`src/hw/rtl/wilf_pkg.sv`:
```
// Shared types, constants and byte classification functions for the
// word initial letter filter. No dependencies.
package wilf_pkg;

  localparam int MAX_WORD_DEF = 64;
  localparam logic [7:0] TARGET_RESET = 8'h41;

  typedef struct packed {
    logic [7:0] in_byte;
    logic       end_of_stream;
  } wilf_in_t;

  typedef struct packed {
    logic [7:0] out_byte;
    logic       word_last;
    logic       truncated;
  } wilf_out_t;

  typedef struct packed {
    logic go;
    logic trunc;
  } wilf_start_t;

  function automatic logic is_space(input logic [7:0] c);
    return (c == 8'h20) || ((c >= 8'h09) && (c <= 8'h0D));
  endfunction

  function automatic logic is_punct(input logic [7:0] c);
    return ((c >= 8'h21) && (c <= 8'h2F)) || ((c >= 8'h3A) && (c <= 8'h40)) ||
           ((c >= 8'h5B) && (c <= 8'h60)) || ((c >= 8'h7B) && (c <= 8'h7E));
  endfunction

  function automatic logic [7:0] fold(input logic [7:0] c);
    return ((c >= 8'h41) && (c <= 8'h5A)) ? (c + 8'h20) : c;
  endfunction

endpackage

```
`src/hw/rtl/wilf_ram.sv`:
```
// Generic single-write, single-read RAM with registered read data.
// No dependencies.
module wilf_ram #(
  parameter int WIDTH = 8,
  parameter int DEPTH = 64
) (
  input  logic                     clk,
  input  logic                     wr_en,
  input  logic [$clog2(DEPTH)-1:0] wr_addr,
  input  logic [WIDTH-1:0]         wr_data,
  input  logic                     rd_en,
  input  logic [$clog2(DEPTH)-1:0] rd_addr,
  output logic [WIDTH-1:0]         rd_data
);

  logic [WIDTH-1:0] mem [DEPTH];

  always_ff @(posedge clk) begin
    if (wr_en) begin
      mem[wr_addr] <= wr_data;
    end
    if (rd_en) begin
      rd_data <= mem[rd_addr];
    end
  end

endmodule

```
`src/hw/rtl/wilf_word.sv`:
```
// Word tracker: classifies input bytes, writes word bytes to the word RAM
// and raises an emit request at the end of a matching word. Depends on wilf_pkg.
module wilf_word import wilf_pkg::*; #(
  parameter int MAX_WORD = MAX_WORD_DEF
) (
  input  logic                          clk,
  input  logic                          rst,
  input  logic                          accept,
  input  wilf_in_t                      item,
  input  logic [7:0]                    target_letter,
  output logic                          wr_en,
  output logic [$clog2(MAX_WORD)-1:0]   wr_addr,
  output logic [7:0]                    wr_data,
  output wilf_start_t                   start,
  output logic [$clog2(MAX_WORD+1)-1:0] start_len
);

  localparam int LW = $clog2(MAX_WORD + 1);
  localparam int AW = $clog2(MAX_WORD);
  localparam logic [LW-1:0] FULL = LW'(MAX_WORD);

  logic [LW-1:0] stored;
  logic [LW-1:0] trimmed;
  logic          overflow;
  logic [7:0]    first_byte;
  logic          word_end;
  logic          punct;
  logic          has_room;

  assign word_end = item.end_of_stream || is_space(item.in_byte);
  assign punct    = is_punct(item.in_byte);
  assign has_room = stored < FULL;

  assign wr_addr = stored[AW-1:0];
  assign wr_data = item.in_byte;
  assign wr_en   = accept && !word_end && has_room && (!punct || (stored != '0));

  assign start.go    = accept && word_end && (trimmed != '0) &&
                       (fold(first_byte) == fold(target_letter));
  assign start.trunc = overflow;
  assign start_len   = trimmed;

  always_ff @(posedge clk) begin
    if (rst) begin
      stored   <= '0;
      trimmed  <= '0;
      overflow <= 1'b0;
    end else if (accept) begin
      if (word_end) begin
        stored   <= '0;
        trimmed  <= '0;
        overflow <= 1'b0;
      end else if (punct) begin
        if (wr_en) begin
          stored <= stored + 1'b1;
        end
      end else if (has_room) begin
        stored  <= stored + 1'b1;
        trimmed <= stored + 1'b1;
      end else begin
        overflow <= 1'b1;
      end
    end
  end

  always_ff @(posedge clk) begin
    if (accept && !word_end && !punct && (stored == '0)) begin
      first_byte <= item.in_byte;
    end
  end

endmodule

```
`src/hw/rtl/wilf_emit.sv`:
```
// Word emitter: streams a finished word out of the word RAM, one read per
// transfer, marking the last byte. Depends on wilf_pkg.
module wilf_emit import wilf_pkg::*; #(
  parameter int MAX_WORD = MAX_WORD_DEF
) (
  input  logic                          clk,
  input  logic                          rst,
  input  wilf_start_t                   start,
  input  logic [$clog2(MAX_WORD+1)-1:0] start_len,
  input  logic                          out_ready,
  input  logic [7:0]                    rd_data,
  output logic                          rd_en,
  output logic [$clog2(MAX_WORD)-1:0]   rd_addr,
  output logic                          busy,
  output wilf_out_t                     out_item
);

  localparam int LW = $clog2(MAX_WORD + 1);
  localparam int AW = $clog2(MAX_WORD);
  localparam logic ST_IDLE = 1'b0;
  localparam logic ST_EMIT = 1'b1;

  logic          state;
  logic          state_next;
  logic [LW-1:0] idx;
  logic [LW-1:0] len_r;
  logic          trunc;
  logic          last;
  logic          advance;

  assign busy    = (state == ST_EMIT);
  assign last    = (idx == len_r);
  assign advance = busy && out_ready && !last;
  assign rd_en   = start.go || advance;
  assign rd_addr = start.go ? '0 : idx[AW-1:0];

  assign out_item.out_byte  = rd_data;
  assign out_item.word_last = last;
  assign out_item.truncated = trunc;

  always_comb begin
    state_next = state;
    case (state)
      ST_IDLE: begin
        if (start.go) begin
          state_next = ST_EMIT;
        end
      end
      ST_EMIT: begin
        if (out_ready && last) begin
          state_next = ST_IDLE;
        end
      end
      default: state_next = ST_IDLE;
    endcase
  end

  always_ff @(posedge clk) begin
    if (rst) begin
      state <= ST_IDLE;
    end else begin
      state <= state_next;
    end
  end

  always_ff @(posedge clk) begin
    if (start.go) begin
      idx   <= LW'(1);
      len_r <= start_len;
      trunc <= start.trunc;
    end else if (advance) begin
      idx <= idx + 1'b1;
    end
  end

`ifndef NO_ASSERTIONS
  a_idx_range: assert property (@(posedge clk) disable iff (rst)
    busy |-> (idx != '0) && (idx <= len_r))
    else $error("emit index out of range");

  a_done: assert property (@(posedge clk) disable iff (rst)
    (busy && out_ready && last) |=> !busy)
    else $error("emitter did not stop after last byte");

  a_no_restart: assert property (@(posedge clk) disable iff (rst)
    start.go |-> !busy)
    else $error("word start while emitting");

  a_hold: assert property (@(posedge clk) disable iff (rst)
    (busy && !out_ready) |=> $stable(idx) && $stable(rd_data))
    else $error("stalled output changed");
`endif

endmodule

```
`src/hw/rtl/word_initial_letter_filter.sv`:
```
// Word initial letter filter, top level. Depends on wilf_pkg, wilf_ram,
// wilf_word and wilf_emit.
//
// Takes one text byte per cycle while no word is being emitted and emits
// each whitespace-delimited word, with leading punctuation dropped and
// trailing punctuation trimmed, whose first byte equals target_letter
// under ASCII case folding. A selected word blocks input while its bytes
// stream from the one read port of the word RAM, one per cycle when
// out_ready is high. Words beyond MAX_WORD bytes are cut and flagged
// truncated. No clearing pass is needed after reset.
module word_initial_letter_filter import wilf_pkg::*; #(
  parameter int MAX_WORD = MAX_WORD_DEF
) (
  input  logic       clk,
  input  logic       rst,
  input  logic       in_valid,
  output logic       in_ready,
  input  wilf_in_t   in_data,
  output logic       out_valid,
  input  logic       out_ready,
  output wilf_out_t  out_data,
  input  logic       cfg_we,
  input  logic [7:0] cfg_data
);

  localparam int LW = $clog2(MAX_WORD + 1);
  localparam int AW = $clog2(MAX_WORD);

  logic [7:0]    target_letter;
  logic          busy;
  logic          accept;
  logic          wr_en;
  logic [AW-1:0] wr_addr;
  logic [7:0]    wr_data;
  logic          rd_en;
  logic [AW-1:0] rd_addr;
  logic [7:0]    rd_data;
  wilf_start_t   start;
  logic [LW-1:0] start_len;

  assign in_ready  = !busy;
  assign out_valid = busy;
  assign accept    = in_valid && in_ready;

  always_ff @(posedge clk) begin
    if (rst) begin
      target_letter <= TARGET_RESET;
    end else if (cfg_we) begin
      target_letter <= cfg_data;
    end
  end

  wilf_word #(.MAX_WORD(MAX_WORD)) u_word (
    .clk           (clk),
    .rst           (rst),
    .accept        (accept),
    .item          (in_data),
    .target_letter (target_letter),
    .wr_en         (wr_en),
    .wr_addr       (wr_addr),
    .wr_data       (wr_data),
    .start         (start),
    .start_len     (start_len)
  );

  wilf_ram #(.WIDTH(8), .DEPTH(MAX_WORD)) u_ram (
    .clk     (clk),
    .wr_en   (wr_en),
    .wr_addr (wr_addr),
    .wr_data (wr_data),
    .rd_en   (rd_en),
    .rd_addr (rd_addr),
    .rd_data (rd_data)
  );

  wilf_emit #(.MAX_WORD(MAX_WORD)) u_emit (
    .clk       (clk),
    .rst       (rst),
    .start     (start),
    .start_len (start_len),
    .out_ready (out_ready),
    .rd_data   (rd_data),
    .rd_en     (rd_en),
    .rd_addr   (rd_addr),
    .busy      (busy),
    .out_item  (out_data)
  );

endmodule
```
`config.mk`:
```
export PLATFORM = sky130hd
export DESIGN_NAME = word_initial_letter_filter
export DESIGN_NICKNAME = d
export VERILOG_FILES = /design/src/hw/rtl/wilf_pkg.sv /design/src/hw/rtl/wilf_ram.sv /design/src/hw/rtl/wilf_word.sv /design/src/hw/rtl/wilf_emit.sv /design/src/hw/rtl/word_initial_letter_filter.sv
export SDC_FILE = /design/constraint.sdc
export NUM_CORES = 1
export LEC_CHECK = 0
export ABC_AREA = 1
export BUFFER_PORTS_ARGS = -buffer_cell sky130_fd_sc_hd__buf_4
export CORE_MARGIN = 4
export CORE_UTILIZATION = 35
export CTS_CLUSTER_SIZE = 16
export DETAILED_ROUTE_END_ITERATION = 16
export SETUP_SLACK_MARGIN = 0.1
export SLEW_MARGIN = 10
export SYNTH_ARGS = -nofsm -noshare
export SYNTH_HDL_FRONTEND = slang
export SYNTH_HIERARCHICAL = 1
export SYNTH_SLANG_ARGS = --single-unit
```
`constraint.sdc`:
```
create_clock -name clk -period 5.7 [get_ports clk]
set_input_delay 0.57 -clock clk [delete_from_list [all_inputs] [get_ports clk]]
set_output_delay 0.57 -clock clk [all_outputs]
set_load 0.01 [all_outputs]
```
==> summary.json, run 1 <==
{
  "multi_input_comb_area_um2": 6410,
  "post-route-worst-setup-slack_ns": 1.47,
  "syn_to_final_growth_pct": 9.94,
  "total_leakage_power_uw": 0.00967,
  "avgSynthCellArea_um2": 10.9,
  "r2r_cells": 17,
  "finalClockSkew_ns": 0.0209,
  "drv_cap": 0,
  "synth_sequential_area_ratio_pct": 68.3,
  "hold_critical_path_endpoint": "u_word/start_len[5]",
  "vias": 16300,
  "net-switching-power_uw": 2010,
  "cts.sink_count": 567,
  "synth.distinct_cells": 39,
  "path_cells": "nor2_1 -> o2111ai_1 -> nor2_1 -> nand2_1 -> nand3b_1 -> nor2_2 -> nor2_4 -> inv_6 -> buf_12 -> nand2_1 -> nand3_1 -> nand3_1 -> nand2_1 -> nand2_1 -> nand3_1 -> nand3_1 -> nand2_1",
  "synthesis.area_um2": 24500,
  "grt_pass1_wl_um": 92900,
  "critical-path-max-stage-delay_ns": 0.51,
  "detailedRoute.firstIterationViolations": 1362,
  "finalWeightedCongestion": 0.878,
  "worst_ir_drop_vdd_v": 0.000223,
  "io_pins": 34,
  "die_h_um": 272,
  "number_of_antenna_violations_at_the_first_check_in_global_routing": 0,
  "timing.final.crit_share_pct": 74.2,
  "critical_path_required_ns": 6.16,
  "postCtsResizedCells": 0,
  "fillCellCount": 6593,
  "final-hold-violation-count": 0,
  "drc": 0,
  "wirelength_um": 60100,
  "rsz0062_at_grt": "no",
  "critPathCaptureType": "flip-flop",
  "io_buffers": 33,
  "die_area_um2": 74200,
  "power.share.sequential_pct": 52.4,
  "transition_at_the_pin_with_the_smallest_max_transition_slack_ns": 1.01,
  "layout.cells.most_common_list": "sky130_fd_sc_hd__nand2_1 (758), sky130_fd_sc_hd__edfxtp_1 (536), sky130_fd_sc_hd__nand3_1 (477)",
  "tritoncts_clock_tree": "built",
  "criticalPathCategory": "reg -> reg",
  "drt_first_pass_iters": 5,
  "fraction_of_layout_instances_using_a_drive_strength_above_1_pct": 7.54,
  "chipWidth_um": 272,
  "min_path_type": "in -> reg",
  "timing.rr.start": "u_emit/busy",
  "finish.net_count": 2249,
  "layout_min_cycle_time_ns": 4.23,
  "fp.coreArea_um2": 68900,
  "cts-htree-levels": 2,
  "slowest_stage": "sky130_fd_sc_hd__nor2_1",
  "power.share.switching_pct": 22.9,
  "synth_seq_cells": 567,
  "start_util_pct": 35.5,
  "grt_pass1_vias": 15900,
  "cts.path.max_buffers": 3,
  "worstReg2RegEnd": "u_ram/rd_data[6]",
  "worstPathArrival_ns": 4.69,
  "worstHoldPathCells": 2,
  "largest_net_degree_at_the_start_of_global_routing": 146,
  "antenna-diode-count": 0,
  "cellPowerDensity_nw_per_um2": 327,
  "critical_path.startpoint_type": "flip-flop",
  "slew_viol_final": 0,
  "mappedNetlistNets": 2274,
  "p_clk_share_pct": 40.4,
  "mostFrequentLayoutCell": "sky130_fd_sc_hd__nand2_1",
  "max_freq_mhz": 237,
  "path_clk_slew_ns": 0.06,
  "power_frac_comb_pct": 7.2,
  "seqCellArea_um2": 16700,
  "place_hpwl_um": 35100,
  "timing.final.setup_violations": 0,
  "ant_nets": 0,
  "rows": 96,
  "worst_skew_pair.late_latency_ns": 0.61,
  "tns_ns": 0,
  "worstHoldStart": "rst",
  "routed_via_count_divided_by_cell_count": 5.10,
  "worstPathMaxFanout": 89,
  "post-cts-setup-buffers": 0,
  "tritoncts.num_buffers": 56,
  "grt_use_total_pct": 16.0,
  "post_drt_wl_per_cell_um": 18.8,
  "ctsRootBufferMaster": "sky130_fd_sc_hd__clkbuf_16",
  "preCtsSetupSlack_ns": 1.03,
  "grt_overflow": 0,
  "post_cts_hold_buffer_count": 0,
  "run_status": "complete, no violations",
  "internal_portion_of_total_power_uw": 6780,
  "crit_top_cell": "sky130_fd_sc_hd__nand2_1",
  "timing.reg2reg.setup_slack_ns": 1.47,
  "yosys_warnings": 6,
  "relSlewSlack_pct": 32.3,
  "synthCells": 2247
}
-- state kept, by name, summed over array words and instances (netlist names) --
| register | flops |
|---|---|
| target_letter | 8 |
| u_emit/busy | 1 |
| u_emit/idx | 7 |
| u_emit/len_r | 7 |
| u_emit/trunc | 1 |
| u_ram/mem | 512 |
| u_ram/rd_data | 8 |
| u_word/first_byte | 8 |
| u_word/overflow | 1 |
| u_word/start_len | 7 |
| u_word/stored | 7 |
-- worst max-delay path: cells and delay by family (launching register included) --
kind | cells | cell delay, ns
DFF | 1 | 0.34
AOI/OAI and AO/OA | 1 | 0.20
buffers and inverters | 2 | 0.86
and+or+nand+nor | 14 | 2.57
-- metrics by stage --
step | hold WS [ns] | instance area [um^2] | instances | util, % | total power (uW)
floorplan | 0.408 | 24500 | 2247 | - | 5200
global placement | 0.418 | 25200 | 3095 | 36.5 | 5320
detailed placement | 0.416 | 25200 | 3095 | 36.5 | 5330
CTS | 0.126 | 26900 | 3198 | 39.0 | 8880
global route | 0.144 | 26900 | 3198 | 39.0 | 9140
finish | 0.156 | 26900 | 3198 | 39.0 | 8790
-- cells by family (layout without fill, tap and decap cells) --
kind of cell             count (synthesis)  in the layout  share of synthesized area [%]
AO/OA/AOI/OAI                           34             34                          0.905
XOR/XNOR                                 7              7                          0.251
adder cells (fa/ha/maj)                  5              5                          0.256
buffers and inverters                  229            249                           5.64
flip-flops                             567            567                           68.3
AND/OR/NAND/NOR                       1405           1405                           24.7
-- final cells by class --
type	count	area share, %
Clock buffer	71	5.58
Clock inverter	32	0.944
Inverter	84	1.21
Multi-Input combinational cell	1451	23.8
Sequential cell	567	62.1
Tap cell	931	4.33
Timing Repair Buffer	62	2.01
-- cell usage after synthesis, drive strengths merged --
cell / instances / area (um^2)
nand2: 767 / 2910
edfxtp: 536 / 16100
nand3: 479 / 2410
buf: 128 / 990
nor2: 128 / 521
inv: 84 / 323
dfxtp: 31 / 621
a21oi: 23 / 123
clkbuf: 17 / 67.6
nand4: 15 / 93.8
nor4: 8 / 50.1
nor3: 7 / 35.0
ha: 5 / 62.6
o21ai: 5 / 28.8
xor2: 5 / 43.8
o21bai: 2 / 26.3
xnor2: 2 / 17.5
a21boi: 1 / 18.8
a221oi: 1 / 8.76
nand3b: 1 / 7.51
o2111ai: 1 / 8.76
o211ai: 1 / 7.51
-- worst max-delay path by stage --
stage / from / to / slack (ns) / cells after the start
6_report: u_emit/busy / u_ram/rd_data[6] / 1.47 / 17
5_1_grt: u_emit/busy / u_ram/rd_data[7] / 1.20 / 17
3_5_place_dp: in_data[6] / u_ram/rd_data[6] / 1.03 / 19
2_1_floorplan: in_valid / u_ram/rd_data[6] / 2.37 / 21
3_3_place_gp: in_data[3] / u_ram/rd_data[6] / 1.11 / 19
4_1_cts: u_emit/busy / u_ram/rd_data[6] / 1.55 / 17
-- power by group through the flow --
| stage | logic, uW | registers, uW | clock network (uW) |
|---|---|---|---|
| after detailed placement | 637 | 4690 | 0 |
| final | 636 | 4610 | 3550 |
| after global routing | 716 | 4610 | 3810 |
| after floorplan | 524 | 4680 | 0 |
| after CTS | 639 | 4610 | 3630 |
| after global placement | 626 | 4690 | 0 |
-- layer usage --
metal / vias up / share of wire [%] / GRT usage [%]
met3: 122 / 7.5 / 3.37
met1: 7924 / 43 / 22.0
li1: 7670 / - / -
met5: - / 0 / 0
met2: 593 / 45 / 25.1
met4: 0 / 3.7 / 5.87
(Power assumes the default switching activity.)
==> run 2, diff against run 1 <==
==> constraint.sdc (replaced) <==
create_clock -name clk -period 3.65 [get_ports clk]
set_input_delay 0.365 -clock clk [delete_from_list [all_inputs] [get_ports clk]]
set_output_delay 0.365 -clock clk [all_outputs]
set_load 0.01 [all_outputs]
==> run 2 against run 1 <==
  * Routed wire length is 8.9% higher
  * Cell count is 3.3% higher
  * Sequential power is 56% higher
  * Non-clock buffer count is 106 higher
  * Fmax is 25% higher
  * Die area stayed put
  * Highest routed layer unchanged
  * Total power is 58% higher
  * Global-route usage is 0.81 points higher
  * Sequential share of layout area is 2.1 points lower
  * Clock power is 55% higher
==> summary.json, run 2 (synthesized netlist as in run 1, its figures left out) <==
{
  "multi_input_comb_area": {"value": 6420, "unit": "um^2", "change": "+0.29%"},
  "critical-path-max-stage-delay": {"value": 0.42, "unit": "ns", "change": "-0.09 ns"},
  "worstPathMaxFanout": {"value": 52, "change": "-42%"},
  "syn_to_final_growth_pct": 13.9,
  "die_h": {"value": 272, "unit": "um", "change": "unchanged"},
  "io_buffers": {"value": 33, "change": "unchanged"},
  "wirelength": {"value": 65400, "unit": "um", "change": "+8.9%"},
  "io_pins": {"value": 34, "change": "unchanged"},
  "rsz0062_at_grt": "no",
  "critical_path_required": {"value": 4.00, "unit": "ns", "change": "-2.16 ns"},
  "mostFrequentLayoutCell": "sky130_fd_sc_hd__nand2_1",
  "r2r_cells": {"value": 17, "change": "unchanged"},
  "tritoncts_clock_tree": "built",
  "relSlewSlack": {"value": 35.0, "unit": "%", "change": "+2.7 points"},
  "final-hold-violation-count": {"value": 0, "change": "unchanged"},
  "critPathCaptureType": "flip-flop",
  "drt_first_pass_iters": {"value": 6, "change": "+1"},
  "antenna-diode-count": {"value": 0, "change": "unchanged"},
  "layout.cells.most_common_list": "sky130_fd_sc_hd__nand2_1 (758), sky130_fd_sc_hd__edfxtp_1 (536), sky130_fd_sc_hd__nand3_1 (477)",
  "grt_pass1_vias": {"value": 16200, "change": "+2.2%"},
  "number_of_antenna_violations_at_the_first_check_in_global_routing": {"value": 0, "change": "unchanged"},
  "slowest_stage": "sky130_fd_sc_hd__edfxtp_1",
  "max_flop_register": "u_ram/mem",
  "grt_use_total": {"value": 16.8, "unit": "%", "change": "+0.81 points"},
  "ant_nets": {"value": 0, "change": "unchanged"},
  "path_cells": "nor3_1 -> nand3_1 -> nand3_1 -> nor2_1 -> nor2_1 -> xor2_1 -> nor2_4 -> nor2_4 -> buf_4 -> buf_6 -> nand3_1 -> nand3_1 -> nand2_1 -> nand2_1 -> nand3_1 -> nand3_1 -> nand2_1",
  "fillCellCount": {"value": 6618, "change": "+0.38%"},
  "final_core_util": {"value": 40.4, "unit": "%", "change": "+1.4 points"},
  "max_ffs_per_register": {"value": 512, "change": "unchanged"},
  "finalClockSkew": {"value": 0.0129, "unit": "ns", "change": "-0.00798 ns"},
  "fp.coreArea": {"value": 68900, "unit": "um^2", "change": "unchanged"},
  "grt_overflow": {"value": 0, "change": "unchanged"},
  "vias": {"value": 16900, "change": "+3.5%"},
  "drc": {"value": 0, "change": "unchanged"},
  "transition_at_the_pin_with_the_smallest_max_transition_slack": {"value": 0.975, "unit": "ns", "change": "-0.0373 ns"},
  "min_path_type": "in -> reg",
  "cp-endpoint": "u_ram/rd_data[0]",
  "die_area": {"value": 74200, "unit": "um^2", "change": "unchanged"},
  "seqCellArea": {"value": 16700, "unit": "um^2", "change": "unchanged"},
  "drv_cap": {"value": 0, "change": "unchanged"},
  "path_clk_slew": {"value": 0.06, "unit": "ns", "change": "about the same"},
  "timing.final.crit_share": {"value": 92.7, "unit": "%", "change": "+19 points"},
  "detailedRoute.firstIterationViolations": {"value": 1946, "change": "+43%"},
  "start_util": {"value": 35.5, "unit": "%", "change": "unchanged"},
  "finalWeightedCongestion": {"value": 0.851, "change": "-3.0%"},
  "timing.rr.start": "u_word/first_byte[2]",
  "total_leakage_power": {"value": 0.0103, "unit": "uW", "change": "+6.1%"},
  "tns": {"value": 0, "unit": "ns", "change": "unchanged"},
  "grt_pass1_wl": {"value": 96800, "unit": "um", "change": "+4.2%"},
  "cts-htree-levels": {"value": 2, "change": "unchanged"},
  "critical_path.startpoint_type": "flip-flop",
  "max_freq": {"value": 295, "unit": "MHz", "change": "+25%"},
  "finish.net_count": {"value": 2356, "change": "+4.8%"},
  "worst_ir_drop_vdd": {"value": 0.000351, "unit": "V", "change": "+57%"},
  "criticalPathCategory": "reg -> reg",
  "ctsRootBufferMaster": "sky130_fd_sc_hd__clkbuf_16",
  "worstReg2RegEnd": "u_ram/rd_data[0]",
  "cts.path.max_buffers": {"value": 3, "change": "unchanged"},
  "timing.final.setup_violations": {"value": 0, "change": "unchanged"},
  "cts.sink_count": {"value": 567, "change": "unchanged"},
  "tritoncts.num_buffers": {"value": 56, "change": "unchanged"},
  "layout_min_cycle_time": {"value": 3.38, "unit": "ns", "change": "-0.842 ns"},
  "routed_via_count_divided_by_cell_count": {"value": 5.11, "change": "+0.16%"},
  "crit_top_cell": "sky130_fd_sc_hd__nand3_1",
  "largest_net_degree_at_the_start_of_global_routing": {"value": 193, "change": "+32%"},
  "run_status": "complete, no violations",
  "worst_skew_pair.late_latency": {"value": 0.60, "unit": "ns", "change": "about the same"},
  "rows": {"value": 96, "change": "unchanged"},
  "post_drt_wl_per_cell": {"value": 19.8, "unit": "um", "change": "+5.4%"},
  "place_hpwl": {"value": 38600, "unit": "um", "change": "+9.8%"},
  "fraction_of_layout_instances_using_a_drive_strength_above_1": {"value": 11.3, "unit": "%", "change": "+3.8 points"},
  "worstPathArrival": {"value": 3.73, "unit": "ns", "change": "-0.96 ns"},
  "cellPowerDensity": {"value": 497, "unit": "nW/um^2", "change": "+52%"},
  "slew_viol_final": {"value": 0, "change": "unchanged"},
  "worstHoldPathCells": {"value": 5, "change": "+3"},
  "chipWidth": {"value": 272, "unit": "um", "change": "unchanged"},
  "timing.reg2reg.setup_slack": {"value": 0.27, "unit": "ns", "change": "-1.21 ns"},
  "critPathLaunch": "u_word/first_byte[2]"
}
[run 2: cell count changes in the layout (fill, tap and decap cells not counted), moves of 2 or more]
cell	delta
sky130_fd_sc_hd__clkbuf_16	+2
sky130_fd_sc_hd__buf_12	+3
sky130_fd_sc_hd__buf_4	+86
sky130_fd_sc_hd__dlygate4sd3_1	+7
sky130_fd_sc_hd__buf_6	+4
sky130_fd_sc_hd__buf_16	+3
[run 2: worst min path at each step]
stage / slack (ns) / end / from
after floorplan: 0.41 / u_emit/len_r[1] / u_word/start_len[1]
after global placement: 0.42 / u_emit/len_r[2] / u_word/start_len[2]
after detailed placement: 0.42 / u_emit/len_r[1] / u_word/start_len[1]
after CTS: 0.03 / target_letter[5] / cfg_data[5]
after global routing: 0.06 / target_letter[5] / cfg_data[5]
final: 0.05 / target_letter[5] / cfg_data[5]
[run 2: final cells by class]
| type | instances | share of cell area (%) |
|---|---|---|
| Sequential cell | 567 | 60.0 |
| Timing Repair Buffer | 168 | 5.45 |
| Clock buffer | 71 | 5.31 |
| Tap cell | 931 | 4.18 |
| Multi-Input combinational cell | 1452 | 23.1 |
| Inverter | 84 | 1.18 |
| Clock inverter | 31 | 0.849 |
[run 2: critical path: cells and delay by family (launching register included)]
kind,cells,cell delay [ns]
xor+xnor,1,0.31
simple gates,14,1.75
flops,1,0.42
buf+inv,2,0.61
[run 2: per-stage QoR]
| step | hold slack, ns | cells | setup WS, ns | power (uW) | cell area, um^2 |
|---|---|---|---|---|---|
| 2_1_floorplan | 0.408 | 2247 | 0.503 | 8130 | 24500 |
| 3_3_place_gp | 0.420 | 3179 | 0.151 | 8400 | 25800 |
| 3_5_place_dp | 0.416 | 3179 | 0.139 | 8410 | 25800 |
| 4_1_cts | 0.0286 | 3288 | 0.133 | 13900 | 27600 |
| 5_1_grt | 0.0622 | 3304 | 0.109 | 14400 | 27900 |
| 6_report | 0.0531 | 3304 | 0.266 | 13800 | 27900 |
[run 2: power breakdown]
group,switching [uW],leakage (uW),internal [uW]
Sequential,40.6,0.00507,7150
Clock,2380,0.000837,3120
Combinational,817,0.00435,333
[run 2: layer usage]
| metal | share of wire (%) | track usage [%] | vias to the layer above |
|---|---|---|---|
| li1 | - | - | 7881 |
| met1 | 44 | 24.1 | 8226 |
| met2 | 46 | 26.3 | 674 |
| met3 | 7.9 | 2.78 | 96 |
| met4 | 2.5 | 5.04 | 0 |
| met5 | 0 | 0 | - |
[run 2: repair_timing]
| action | 4_1_cts | 5_1_grt |
|---|---|---|
| endpoints found under the hold margin | 9 | 0 |
| buffers inserted | 0 | 11 |
| resized for setup | 0 | 10 |
| endpoints found under the setup margin | 0 | 8 |
| hold buffers | 7 | 0 |
==> run 3, diff against run 2 <==
--- a/config.mk
+++ b/config.mk
@@ -11,9 +11,7 @@
 export CORE_UTILIZATION = 35
 export CTS_CLUSTER_SIZE = 16
 export DETAILED_ROUTE_END_ITERATION = 16
-export SETUP_SLACK_MARGIN = 0.1
 export SLEW_MARGIN = 10
 export SYNTH_ARGS = -nofsm -noshare
 export SYNTH_HDL_FRONTEND = slang
-export SYNTH_HIERARCHICAL = 1
 export SYNTH_SLANG_ARGS = --single-unit
==> run 3 against run 2 <==
  * Worst setup slack improved by 0.061 ns
  * Sequential share of layout area decreased by 2.1 points
  * Synthesized cell count increased by 1.2%
  * First-iteration DRC count increased by 2.9%
  * Via count increased by 2.9%
  * Routed wire length increased by 1.3%
  * Non-clock buffer count decreased by 4
  * Global-route usage increased by 0.48 points
  * Die area increased by 2.1%
  * Largest power group unchanged
==> summary.json, run 3 <==
{
  "fraction_of_layout_instances_using_a_drive_strength_above_1": {"value": 13.5, "unit": "%", "change": "+2.1 points"},
  "worstPathMaxFanout": {"value": 17, "change": "-67%"},
  "drt_first_pass_iters": {"value": 6, "change": "unchanged"},
  "synth.top_cells.by_count": "sky130_fd_sc_hd__edfxtp_1 (536), sky130_fd_sc_hd__nand3_1 (510), sky130_fd_sc_hd__inv_1 (258)",
  "post-cts-setup-buffers": {"value": 0, "change": "unchanged"},
  "number_of_antenna_violations_at_the_first_check_in_global_routing": {"value": 1, "change": "+1"},
  "cts.path.max_buffers": {"value": 3, "change": "unchanged"},
  "run_status": "complete, no violations",
  "rows": {"value": 97, "change": "+1.0%"},
  "timing.final.setup_violations": {"value": 0, "change": "unchanged"},
  "max_ffs_per_register": {"value": 512, "change": "unchanged"},
  "finish.net_count": {"value": 2389, "change": "+1.4%"},
  "post_drt_wl_per_cell": {"value": 19.8, "unit": "um", "change": "-0.13%"},
  "critPathCaptureType": "flip-flop",
  "slew_viol_final": {"value": 0, "change": "unchanged"},
  "ys.flop_type": "sky130_fd_sc_hd__edfxtp_1",
  "mostFrequentLayoutCell": "sky130_fd_sc_hd__edfxtp_1",
  "tns": {"value": 0, "unit": "ns", "change": "unchanged"},
  "finalWeightedCongestion": {"value": 0.853, "change": "+0.16%"},
  "layout_min_cycle_time": {"value": 3.32, "unit": "ns", "change": "-0.0614 ns"},
  "cellPowerDensity": {"value": 498, "unit": "nW/um^2", "change": "+0.17%"},
  "yosys_warnings": {"value": 0, "change": "-6"},
  "holdWs": {"value": 0.0377, "unit": "ns", "change": "-0.0154 ns"},
  "detailedRoute.firstIterationViolations": {"value": 2003, "change": "+2.9%"},
  "vias": {"value": 17400, "change": "+2.9%"},
  "finalClockSkew": {"value": 0.0209, "unit": "ns", "change": "+0.00800 ns"},
  "die_area": {"value": 75800, "unit": "um^2", "change": "+2.1%"},
  "post-route-worst-setup-slack": {"value": 0.327, "unit": "ns", "change": "+0.0614 ns"},
  "critical_path_required": {"value": 4.02, "unit": "ns", "change": "+0.02 ns"},
  "synth_sequential_area_ratio": {"value": 66.8, "unit": "%", "change": "-1.5 points"},
  "path_clk_slew": {"value": 0.06, "unit": "ns", "change": "about the same"},
  "yosysTopAreaCellShare": {"value": 64.3, "unit": "%", "change": "-1.4 points"},
  "cts.sink_count": {"value": 567, "change": "unchanged"},
  "drc": {"value": 0, "change": "unchanged"},
  "total_leakage_power": {"value": 0.0110, "unit": "uW", "change": "+7.3%"},
  "chipWidth": {"value": 275, "unit": "um", "change": "+1.1%"},
  "timing.final.crit_share": {"value": 91.0, "unit": "%", "change": "-1.7 points"},
  "synthCells": {"value": 2275, "change": "+1.2%"},
  "grt_pass1_wl": {"value": 101000, "unit": "um", "change": "+4.4%"},
  "syn_to_final_growth_pct": 15.4,
  "preCtsSetupSlack": {"value": 0.251, "unit": "ns", "change": "+0.111 ns"},
  "die_h": {"value": 275, "unit": "um", "change": "+1.1%"},
  "number_of_synthesized_flops_with_an_enable_pin": {"value": 536, "change": "unchanged"},
  "timing.rr.start": "u_word.first_byte[5]",
  "min_path_type": "in -> reg",
  "worstPathArrival": {"value": 3.69, "unit": "ns", "change": "-0.04 ns"},
  "mappedNetlistNets": {"value": 2302, "change": "+1.2%"},
  "synthesis.area": {"value": 25000, "unit": "um^2", "change": "+2.2%"},
  "synth_seq_cells": {"value": 567, "change": "unchanged"},
  "largest_net_degree_at_the_start_of_global_routing": {"value": 188, "change": "-2.6%"},
  "drv_cap": {"value": 0, "change": "unchanged"},
  "worstHoldStart": "cfg_data[2]",
  "max_freq": {"value": 301, "unit": "MHz", "change": "+1.8%"},
  "criticalPathCategory": "reg -> reg",
  "io_pins": {"value": 34, "change": "unchanged"},
  "synthMostInstantiatedCell": "sky130_fd_sc_hd__edfxtp_1",
  "rsz0062_at_grt": "no",
  "stdcell_count": {"value": 3352, "change": "+1.5%"},
  "ffs_w_async_s_r_synth": {"value": 0, "unit": "%", "change": "unchanged"},
  "io_buffers": {"value": 33, "change": "unchanged"},
  "grt_overflow": {"value": 0, "change": "unchanged"},
  "tritoncts.num_buffers": {"value": 59, "change": "+5.4%"},
  "tritoncts_clock_tree": "built",
  "start_util": {"value": 35.5, "unit": "%", "change": "+0.038 points"},
  "avgSynthCellArea": {"value": 11.0, "unit": "um^2", "change": "+0.95%"},
  "layout.cells.most_common_list": "sky130_fd_sc_hd__edfxtp_1 (536), sky130_fd_sc_hd__nand3_1 (510), sky130_fd_sc_hd__inv_1 (258)",
  "fp.coreArea": {"value": 70400, "unit": "um^2", "change": "+2.1%"},
  "place_hpwl": {"value": 40200, "unit": "um", "change": "+4.2%"},
  "grt_use_total": {"value": 17.3, "unit": "%", "change": "+0.48 points"},
  "worst_ir_drop_vdd": {"value": 0.000389, "unit": "V", "change": "+11%"},
  "transition_at_the_pin_with_the_smallest_max_transition_slack": {"value": 1.00, "unit": "ns", "change": "+0.0253 ns"},
  "routed_via_count_divided_by_cell_count": {"value": 5.18, "change": "+1.5%"},
  "critical_path.startpoint_type": "flip-flop",
  "ant_nets": {"value": 0, "change": "unchanged"},
  "synth_top_cell_by_area": "sky130_fd_sc_hd__edfxtp_1",
  "grt_pass1_vias": {"value": 16700, "change": "+3.2%"},
  "relSlewSlack": {"value": 33.3, "unit": "%", "change": "-1.7 points"},
  "final-hold-violation-count": {"value": 0, "change": "unchanged"},
  "cell_count_after_placement": {"value": 3228, "change": "+1.5%"},
  "netlist_top_cells_area": "sky130_fd_sc_hd__edfxtp_1 (64%), sky130_fd_sc_hd__nand3_1 (10%), sky130_fd_sc_hd__inv_1 (3.9%), sky130_fd_sc_hd__nand3b_1 (3.4%), sky130_fd_sc_hd__nor2_1 (3.3%)",
  "cts-htree-levels": {"value": 2, "change": "unchanged"},
  "max_flop_register": "u_ram.mem",
  "synth.distinct_cells": {"value": 36, "change": "-7.7%"},
  "critPathLaunch": "u_word.first_byte[5]",
  "wirelength": {"value": 66300, "unit": "um", "change": "+1.3%"},
  "worst_skew_pair.late_latency": {"value": 0.64, "unit": "ns", "change": "+0.04 ns"},
  "ctsRootBufferMaster": "sky130_fd_sc_hd__clkbuf_16"
}
## run 3: logic make-up after synthesis
kind of cell,synth area share (%)
xor+xnor,0.455
flops,66.8
simple gates,22.7
compound gates,3.06
fa+ha+maj,0.250
buf+inv,6.71
mux,0.0450
## run 3: final timing paths
kind	endpoint	slack [ns]	cells after the start
max	u_ram.rd_data[1]	0.33	15
min reg2reg	u_emit.len_r[4]	0.44	0
min	target_letter[2]	0.04	3
max reg2reg	u_ram.rd_data[1]	0.33	15
## run 3: layout make-up
class	count	area, um^2
antenna	1	2.50
clock buffer	68	1530
clock inverter	42	405
fill	6647	41500
inverter	265	1000
multi-input combinational	1305	6650
sequential	567	16700
tap	940	1180
timing repair buffer	164	1390
## run 3: critical path, stage by stage, from the launching register on
cell and delay, ns:
sky130_fd_sc_hd__edfxtp_1 0.42, sky130_fd_sc_hd__ha_1 0.34, sky130_fd_sc_hd__inv_1 0.06, sky130_fd_sc_hd__nand4_1 0.12, sky130_fd_sc_hd__nand2_1 0.08, sky130_fd_sc_hd__nor2_1 0.04
sky130_fd_sc_hd__nor2_1 0.19, sky130_fd_sc_hd__nand3_4 0.19, sky130_fd_sc_hd__buf_4 0.25, sky130_fd_sc_hd__nand2_2 0.07, sky130_fd_sc_hd__inv_1 0.34, sky130_fd_sc_hd__buf_4 0.37
sky130_fd_sc_hd__nand3_1 0.12, sky130_fd_sc_hd__nand3_1 0.17, sky130_fd_sc_hd__nand3_1 0.22, sky130_fd_sc_hd__nand2_1 0.07
## run 3: routing by layer
layer | track usage [%] | vias up | routed length [um] | part of all wire [%]
met5 | 0 | - | 0 | 0
met4 | 4.66 | 0 | 1660 | 2.5
met3 | 3.12 | 115 | 4950 | 7.5
met2 | 27.7 | 731 | 30700 | 46
met1 | 24.3 | 8440 | 29000 | 44
li1 | - | 8085 | - | -
## run 3: through the flow
stage	util (%)	instance area, um^2	total power, uW
after floorplan	-	25000	8000
after detailed placement	38.1	26800	8440
final	41.0	28900	14400
after global placement	38.1	26800	8420
after CTS	41.0	28900	14400
after global routing	41.0	28900	14900
## run 3: timing repair
action | CTS | global route
hold buffers | 13 | 0
endpoints found under the hold margin | 10 | 0
endpoints found under the setup margin | 0 | 2
gates resized for setup | 0 | 2
## run 3: power breakdown
group	switching [uW]	total [uW]	internal, uW
clock network	2500	6050	3550
logic	777	1100	327
registers	46.9	7210	7170
total	3320	14400	11000
